===== src/rtl/sust_pkg.sv =====
// shared types and codes for the sorted unique set table
package sust_pkg;

    // input and result field widths
    localparam int ACTION_W = 2;
    localparam int KEY_W    = 32;
    localparam int STATUS_W = 3;
    localparam int POS_W    = 4;
    localparam int CNT_W    = 5;

    // packed stream widths, rounded up to whole bytes
    localparam int IN_DATA_W  = 40;
    localparam int OUT_DATA_W = 16;

    typedef logic [ACTION_W-1:0]     action_t;
    typedef logic signed [KEY_W-1:0] key_t;
    typedef logic [STATUS_W-1:0]     status_t;

    // operation codes (code 3 acts as search)
    localparam action_t ACT_INSERT = 2'd0;
    localparam action_t ACT_DELETE = 2'd1;
    localparam action_t ACT_SEARCH = 2'd2;

    // result status codes
    localparam status_t ST_INSERTED  = 3'd0;
    localparam status_t ST_DUPLICATE = 3'd1;
    localparam status_t ST_DELETED   = 3'd2;
    localparam status_t ST_NOT_FOUND = 3'd3;
    localparam status_t ST_FOUND     = 3'd4;
    localparam status_t ST_FULL      = 3'd5;

    // command broadcast to every cell of the row
    typedef struct packed {
        logic ins;
        logic del;
        key_t key;
    } cell_cmd_t;

endpackage


===== src/rtl/sust_cell.sv =====
// one storage cell of the sorted row: compare against the key and shift
module sust_cell
    import sust_pkg::*;
(
    input  logic      clk,
    input  logic      valid,
    input  cell_cmd_t cmd,
    input  logic      left_lt,
    input  key_t      left_entry,
    input  key_t      right_entry,
    output logic      lt,
    output logic      eq,
    output key_t      entry
);

    key_t entry_reg;
    key_t entry_next;

    // parallel compare against the broadcast key
    assign lt    = valid && (entry_reg < cmd.key);
    assign eq    = valid && (entry_reg == cmd.key);
    assign entry = entry_reg;

    // insert opens a gap at the rank, delete closes it
    always_comb
    begin
        entry_next = entry_reg;
        if (cmd.ins && !lt)
        begin
            entry_next = left_lt ? cmd.key : left_entry;
        end
        else if (cmd.del && !lt)
        begin
            entry_next = right_entry;
        end
    end

    always_ff @(posedge clk)
    begin
        entry_reg <= entry_next;
    end

endmodule


===== src/rtl/sorted_unique_set_table.sv =====
// sorted unique set table: row of compare-and-shift cells with stream ports
//
//  channel | direction | fields (tdata, lowest bit first)
//  s_*     | in        | action[1:0], value[33:2], zero fill to 40 bits
//  m_*     | out       | status[2:0], position[6:3], count[11:7], zero fill
//
// each transaction has two steps: one captures the item, one in which every
// cell compares against the key at once and the row shifts by one on a
// successful insert or delete. the result then sits in an output register;
// the next item is taken while it waits. reset clears the entry count, the
// control state and the output valid; cell contents stay undefined and are
// never read before they are written. a stalled output holds the item in the
// execute step until the output register frees up.
module sorted_unique_set_table
    import sust_pkg::*;
#(
    parameter int CAPACITY = 16
)
(
    input  logic                  clk,
    input  logic                  rst_n,
    input  logic                  s_tvalid,
    output logic                  s_tready,
    input  logic [IN_DATA_W-1:0]  s_tdata,  // action, value
    output logic                  m_tvalid,
    input  logic                  m_tready,
    output logic [OUT_DATA_W-1:0] m_tdata   // status, position, count
);

    localparam int CW = $clog2(CAPACITY + 1);

    typedef enum logic [1:0] {
        ST_IDLE = 2'b01,
        ST_EXEC = 2'b10
    } state_t;

    state_t                state_reg, state_next;
    action_t               act_reg;
    key_t                  key_reg;
    logic [CW-1:0]         held_reg, held_next;
    logic                  out_valid_reg;
    logic [OUT_DATA_W-1:0] out_data_reg;

    logic [CAPACITY-1:0] lt_vec;
    logic [CAPACITY-1:0] eq_vec;
    key_t                entry_vec [CAPACITY];
    logic [CW-1:0]       rank;
    logic                present;
    logic                full;
    logic                exec_fire;
    logic                ins_ok;
    logic                del_ok;
    status_t             status;
    logic [POS_W-1:0]    pos;
    cell_cmd_t           cmd;

    assign s_tready = (state_reg == ST_IDLE);
    assign m_tvalid = out_valid_reg;
    assign m_tdata  = out_data_reg;

    // item capture
    always_ff @(posedge clk)
    begin
        if (s_tvalid && s_tready)
        begin
            act_reg <= s_tdata[ACTION_W-1:0];
            key_reg <= s_tdata[ACTION_W+KEY_W-1:ACTION_W];
        end
    end

    // row of cells
    assign cmd.ins = ins_ok;
    assign cmd.del = del_ok;
    assign cmd.key = key_reg;

    for (genvar i = 0; i < CAPACITY; i++)
    begin : g_cell
        sust_cell u_cell (
            .clk         (clk),
            .valid       (held_reg > CW'(i)),
            .cmd         (cmd),
            .left_lt     ((i == 0) ? 1'b1 : lt_vec[(i == 0) ? 0 : i-1]),
            .left_entry  (entry_vec[(i == 0) ? 0 : i-1]),
            .right_entry (entry_vec[(i == CAPACITY-1) ? i : i+1]),
            .lt          (lt_vec[i]),
            .eq          (eq_vec[i]),
            .entry       (entry_vec[i])
        );
    end

    // rank from the edge of the below-key thermometer
    always_comb
    begin
        rank = '0;
        for (int i = 0; i < CAPACITY; i++)
        begin
            if (lt_vec[i] && ((i == CAPACITY-1) || !lt_vec[(i == CAPACITY-1) ? i : i+1]))
            begin
                rank = rank | CW'(i + 1);
            end
        end
    end

    assign present   = |eq_vec;
    assign full      = (held_reg == CW'(CAPACITY));
    assign exec_fire = (state_reg == ST_EXEC) && (!out_valid_reg || m_tready);
    assign ins_ok    = exec_fire && (act_reg == ACT_INSERT) && !present && !full;
    assign del_ok    = exec_fire && (act_reg == ACT_DELETE) && present;

    // result status and position
    always_comb
    begin
        status = ST_NOT_FOUND;
        pos    = '0;
        case (act_reg)
            ACT_INSERT:
            begin
                if (present)
                begin
                    status = ST_DUPLICATE;
                    pos    = POS_W'(rank);
                end
                else if (full)
                begin
                    status = ST_FULL;
                end
                else
                begin
                    status = ST_INSERTED;
                    pos    = POS_W'(rank);
                end
            end
            ACT_DELETE:
            begin
                if (present)
                begin
                    status = ST_DELETED;
                    pos    = POS_W'(rank);
                end
            end
            default:
            begin
                if (present)
                begin
                    status = ST_FOUND;
                    pos    = POS_W'(rank);
                end
            end
        endcase
    end

    // entry count
    always_comb
    begin
        held_next = held_reg;
        if (ins_ok)
        begin
            held_next = held_reg + CW'(1);
        end
        else if (del_ok)
        begin
            held_next = held_reg - CW'(1);
        end
    end

    // control sequence
    always_comb
    begin
        state_next = state_reg;
        case (state_reg)
            ST_IDLE:
            begin
                if (s_tvalid)
                begin
                    state_next = ST_EXEC;
                end
            end
            ST_EXEC:
            begin
                if (exec_fire)
                begin
                    state_next = ST_IDLE;
                end
            end
            default:
            begin
                state_next = ST_IDLE;
            end
        endcase
    end

    always_ff @(posedge clk or negedge rst_n)
    begin
        if (!rst_n)
        begin
            state_reg     <= ST_IDLE;
            held_reg      <= '0;
            out_valid_reg <= 1'b0;
        end
        else
        begin
            state_reg <= state_next;
            held_reg  <= held_next;
            if (exec_fire)
            begin
                out_valid_reg <= 1'b1;
            end
            else if (m_tready)
            begin
                out_valid_reg <= 1'b0;
            end
        end
    end

    // output register
    always_ff @(posedge clk)
    begin
        if (exec_fire)
        begin
            out_data_reg <= OUT_DATA_W'({CNT_W'(held_next), pos, status});
        end
    end

`ifndef NO_ASSERTIONS
    // count never passes the capacity
    a_held_bound: assert property (@(posedge clk) disable iff (!rst_n)
        held_reg <= CW'(CAPACITY))
        else $error("entry count above capacity");

    // a held key matches at most one cell
    a_eq_unique: assert property (@(posedge clk) disable iff (!rst_n)
        $onehot0(eq_vec))
        else $error("key matched in more than one cell");

    // row stays sorted: below-key cells form a prefix
    a_lt_prefix: assert property (@(posedge clk) disable iff (!rst_n)
        ((lt_vec >> 1) & ~lt_vec) == '0)
        else $error("row order broken");

    // a successful insert grows the count by one
    a_ins_count: assert property (@(posedge clk) disable iff (!rst_n)
        ins_ok |=> held_reg == $past(held_reg) + CW'(1))
        else $error("insert did not grow count");

    // every execute step leaves a result in the output register
    a_exec_out: assert property (@(posedge clk) disable iff (!rst_n)
        exec_fire |=> m_tvalid)
        else $error("result lost after execute");
`endif

endmodule


===== config.mk =====
export PLATFORM = sky130hd
export DESIGN_NAME = sorted_unique_set_table
export DESIGN_NICKNAME = d
export VERILOG_FILES = /design/src/rtl/sust_pkg.sv /design/src/rtl/sust_cell.sv /design/src/rtl/sorted_unique_set_table.sv
export SDC_FILE = /design/constraint.sdc
export NUM_CORES = 2
export LEC_CHECK = 0
export BUFFER_PORTS_ARGS = -buffer_cell sky130_fd_sc_hd__buf_2
export CORE_MARGIN = 5
export CORE_UTILIZATION = 50
export DETAILED_ROUTE_END_ITERATION = 10
export PLACE_DENSITY = 0.71
export RECOVER_POWER = 50
export SLEW_MARGIN = 25
export SYNTH_ARGS = -nofsm -noshare
export SYNTH_HDL_FRONTEND = slang
export SYNTH_SLANG_ARGS = --single-unit

===== constraint.sdc =====
create_clock -name clk -period 5.07 [get_ports clk]
set_input_delay 0.7605 -clock clk [delete_from_list [all_inputs] [get_ports clk]]
set_output_delay 0.7605 -clock clk [all_outputs]
set_load 0.01 [all_outputs]

== Yosys cells after proc, flatten, opt, wreduce, memory -nomap -nowiden ==
Cells that the tools add are included.
Storage, ports and cells
  latch bits: 0
  memories kept: 0
  flip-flop bits (word level): 566
  output and inout bits: 18
  RAM bits: 0
  memory bits (read-only): 0
Cells by class
  mux-type cells: 76
  shift-type cells: 0
  multiply operators: 0
  div/mod/pow operators: 0
  reductions and logical operators: 124
  equal/unequal tests: 22
  add/subtract/negate cells: 2
  magnitude comparators: 32
  bitwise gates (word level): 0
Operators with widths (number)
  32-bit 2-to-1 mux: 45
  32-bit equality test: 16
  32-bit less-than comparator: 16
  1-bit logical AND: 85
  4-bit 2-to-1 mux: 12
  5-bit by 4-bit > comparator with 1-bit output, second input constant: 8
  2-bit nonzero test: 16
  3-bit 2-to-1 mux: 7
  5-bit by 3-bit > comparator with 1-bit output, second input constant: 4
  1-bit logical NOT: 19
  16-bit OR reduction: 1
  5-bit by 1-bit > comparator with 1-bit output, second input constant: 2
  5-bit by 2-bit > comparator with 1-bit output, second input constant: 2
  5-bit 2-to-1 mux: 2
  2-bit 2-to-1 mux: 4
  3-bit case mux with 2 select lines: 1
  5-bit by 1-bit adder with 5-bit output, second input constant: 1
  5-bit equality test, second input constant: 1
  5-bit by 1-bit subtractor with 5-bit output, second input constant: 1
  2-bit by 1-bit equality test with 1-bit output, second input constant: 2
  1-bit 2-to-1 mux: 4
  2-bit != test, second input constant: 2
  2-bit case mux with 2 select lines: 1
  2-bit equality test, second input constant: 1
  3 further kinds: 3

== Logic depth before layout (Yosys ltp) ==
  word-level depth: 22
  mapped depth: 14

== Hierarchy ==
Synthesis repeated with hierarchy kept, for this count alone.
Unflattened totals
  cells, all modules: 3797
  area, all modules: 43706.9 um2
Modules (own cells, without submodules)
  sust_cell: area each 2585.0 um2, cells an instance 226, sequential area each 960.9 um2, times used 16
  sorted_unique_set_table: area each 2347.3 um2, cells an instance 181, sequential area each 1582.8 um2, times used 1

== Worst setup path after synthesis ==
Ideal clock, no wire load.
  path type: reg2reg
  start: register key_reg[14]
  end: register g_cell[12].u_cell.entry_reg[0] (enable)
  period minus slack after synthesis: 5450 ps
  setup time: 461 ps
  cell stages (with the launch flop): 10
  arrival time: 4989 ps
  data required time: 4609 ps
  slack: -380 ps
  buffers on the path: 0
  cell sequence: edfxtp_1 > inv_1 > ha_1 > nand4_1 > or4_1 > o311ai_1 > nor2_2 > a2111oi_4 > nor2_1 > nor3_1
Between the ends
  cells in the longest elaborated chain, start to end: 8
Ends and longest elaborated chain
  start: declaration: line sorted_unique_set_table.sv:39  | key_t key_reg;
  start signal: assignment: line sorted_unique_set_table.sv:67  | key_reg <= s_tdata[ACTION_W+KEY_W-1:ACTION_W];
  parallel branches: the longest is 7 deep, another holds 32-bit less-than comparator
  2-bit nonzero test (no source line) (*)
  end signal: assignment: line sust_cell.sv:40  | entry_reg <= entry_next;
  end: declaration: line sust_cell.sv:16  | key_t entry_reg;
Mark *: on every way between the ends.
A chain may end at the register's enable or synchronous reset.

== Worst setup path in the final report ==
  start: register key_reg[21]
  end: register g_cell[14].u_cell.entry_reg[20], data pin
Between the ends
  cells in the longest elaborated chain, start to end: 8
Ends and longest elaborated chain
  parallel branches: the longest is 7 deep, another holds 32-bit less-than comparator
  32-bit 2-to-1 mux (*): line sust_cell.sv:28  | if (cmd.ins && !lt)
  named net g_cell[14].u_cell.entry_next[20]: line sust_cell.sv:17  | key_t entry_next;
  end signal: assignment: line sust_cell.sv:40
  end: declaration: line sust_cell.sv:16
Mark *: on every way through the listed nets, which the timed path passes.

==> results.cfg <==
[timing]
final.setup.worst_slack_ns = 0.241
worst_pin_slew_ns = 2.89
hold_viol = 0
slew_headroom = -0.926
fmax_mhz = 207
slew_violations = 36
finClkSkew_ns = 0.0161
fin_crit_ns = 4.83
setup_viol = 0
rsz0062_at_grt = no
period_share = 0.952
finalSetupTns_ns = 0

[global_route]
grt_pass1_wl_um = 166000
antenna_found_initial = 0
grt_use_total = 0.243
grt_pass1_vias = 29200
grt_overflow = 0
grt_max_degree = 65

[logic_synthesis]
ys_ff_latch = 566
synthCells = 3887
synth_compound_area_frac = 0.150
synth_edf_count = 558
synth_area_leaders = edfxtp_1, ha_1, mux2i_1
synth_commonest_cells = edfxtp_1, ha_1, a21oi_1
syn_avg_cell_area_um2 = 10.1
yosys.area_share.simple = 0.124
yosysTopAreaCellShare = 0.425
yosysSeqAreaShare = 0.430
synth_mux_area_frac = 0.0988
synth-xor-area-share = 0.00111
yosys_warnings = 0
synth_ff_type = edfxtp_1
netlist-cell-type-count = 82
synthAdderAreaFrac = 0.164
yosysMostFrequentCell = edfxtp_1
syn_area_mm2 = 0.0394
synth_top_cell_by_area = edfxtp_1
synth_top_family_by_area = adder cells
synthArstFlopShare = 0.0141

[critical_path]
r2r_setup_slack_ns = 0.24
cp_max_fo = 32
criticalPathCategory = flip-flop to flip-flop
rr_worst_depth = 14
endpoint_kind = flip-flop
regToRegEndpoint = g_cell[14].u_cell.entry[20]
cp.arrival_ns = 5.17
r2r_start = key_reg[21]
start_kind = flip-flop
required_ns = 5.41

[drt]
ant_nets = 0
wl_per_cell_um = 20.9
drt-initial-drc-count = 2567
wl_um = 106000
num_vias = 30300
drc_errors = 0
vias_per_cell = 5.95
first_pass_iters = 6

[finish]
layout-drive-gt1-share = 0.110
n_antenna_cell = 0
nets = 4553
areaGrowthSynthToFinish_pct = 10.8
largest_reg_flops = 512

[min_path]
min_from = s_tdata[3]
hold_class = input pin to flip-flop
min_to = key_reg[1]
hold_depth = 1

[job]
drv_cap = 1

[power]
p_leak_nw = 17.8
ir_drop_mv = 0.239
power_density_mw_per_mm2 = 283

[floorplan]
dieArea_mm2 = 0.0845
initial_core_util = 0.501
core_mm2 = 0.0786
die_w_um = 291
die_h_um = 291
ioPinCount = 62
std_cell_rows = 103

[run_status]
violations = max-capacitance violations, max-slew violations
status = complete, but fails checks

[cts]
ctsHtreeMaxLevel = 2
clock-sinks = 566
clk_transition_reported_paths_ns = 0.06
cts-buffers-inserted = 61
clock_latency_ns = 0.63
clockRootBuffer = clkbuf_16
cts_tree = built
clk_path_buf_depth = 3

[placed_design]
pre_cts_slack_ns = 0.485
portBuffers = 51
place_congestion = 0.954
dp_hpwl_um = 85300
## per-layer routing
metal	share of wire	track usage	vias to the layer above
li1	-	-	14800
met1	0.44	0.335	14300
met2	0.46	0.395	894
met3	0.058	0.0339	210
met4	0.040	0.0889	0
met5	0	0	-
## stage by stage
step	util	area (µm²)	total power (W)	instances	hold slack, ns
2_1_floorplan	-	39400	0.00713	3890	0.465
3_3_place_gp	0.534	42000	0.00785	4978	0.501
3_5_place_dp	0.534	42000	0.00793	4978	0.510
4_1_cts	0.559	44000	0.0124	5092	0.263
5_1_grt	0.555	43600	0.0129	5092	0.280
6_report	0.555	43600	0.0124	5092	0.303
## worst max-delay path: stages (launching register included)
cell      delay [ns]
edfxtp_1        0.44
inv_1           0.25
buf_4           0.29
ha_1            0.28
and4_1          0.22
nor4b_1         0.16
clkbuf_1        0.15
nand4_1         0.13
o311ai_0        0.19
nor2_1          0.57
clkbuf_1        0.22
nand4_2         0.44
nor3_1          0.39
clkbuf_2        0.60
a21oi_1         0.16
## worst max path at each step
| stage | slack, ns | startpoint | endpoint | depth (start not counted) |
|---|---|---|---|---|
| floorplan | -0.38 | key_reg[14] | g_cell[12].u_cell.entry[0] | 9 |
| global placement | 0.58 | key_reg[22] | g_cell[0].u_cell.entry[5] | 12 |
| detailed placement | 0.49 | key_reg[22] | g_cell[0].u_cell.entry[5] | 12 |
| CTS | 0.46 | key_reg[22] | g_cell[0].u_cell.entry[24] | 12 |
| global route | 0.14 | key_reg[21] | g_cell[6].u_cell.entry[10] | 15 |
| finish | 0.24 | key_reg[21] | g_cell[14].u_cell.entry[20] | 14 |
## power breakdown
group	internal, W	total (W)	switching, W	leakage [nW]
Combinational	0.000965	0.00255	0.00159	11.7
Sequential	0.00523	0.00534	0.000109	5.13
Clock	0.00257	0.00447	0.00190	0.970
## timing repair
action | CTS | global route
endpoints found under the setup margin | 0 | 0
setup buffers | 0 | 0
gates resized for setup | 0 | 0
hold buffers | 1 | 0
endpoints found under the hold margin | 7 | 0
## cells by family after synthesis
group                      Yosys count
AOI/OAI and AO/OA                 1072
xor gates and xnor gates             5
adders and majority gates          517
buffers and inverters              277
DFF                                566
muxes                              365
other                                1
and+or+nand+nor                   1084
## placed cells by master, fill, tap and decap left out, drive strengths merged, types with 5 or more instances in the layout
| cell | netlist | final |
|---|---|---|
| edfxtp | 558 | 558 |
| ha | 517 | 517 |
| a21oi | 505 | 505 |
| nand2 | 424 | 424 |
| o21ai | 396 | 396 |
| nor2 | 362 | 362 |
| mux2i | 265 | 265 |
| buf | 76 | 207 |
| clkbuf | 134 | 119 |
| nand4 | 111 | 111 |
| mux2 | 100 | 100 |
| inv | 66 | 66 |
| a21o | 51 | 51 |
| nand3 | 47 | 47 |
| clkinv | 1 | 30 |
| nor2b | 27 | 27 |
| nor3 | 22 | 22 |
| nand2b | 20 | 20 |
| and4 | 16 | 16 |
| nor4 | 16 | 16 |
| o211ai | 15 | 15 |
| a211oi | 14 | 14 |
| a2111oi | 13 | 13 |
| or2 | 11 | 11 |
| o21a | 9 | 9 |
| dfrtp | 7 | 7 |
| o2111ai | 6 | 6 |
| bufinv | 0 | 6 |
| o21bai | 5 | 5 |
| o22ai | 5 | 5 |
| a221o | 5 | 5 |
| a221oi | 5 | 5 |
| o21ba | 5 | 5 |
| xnor2 | 5 | 5 |
## area by class of cell
cell class | instances | area (µm²)
Timing Repair Buffer | 249 | 1870
Inverter | 67 | 251
Clock buffer | 78 | 1640
Multi-Input combinational cell | 3047 | 21300
Sequential cell | 566 | 17000
Tap cell | 1050 | 1310
Clock inverter | 35 | 309
Fill cell | 6819 | 35000
(Power assumes the default switching activity.)
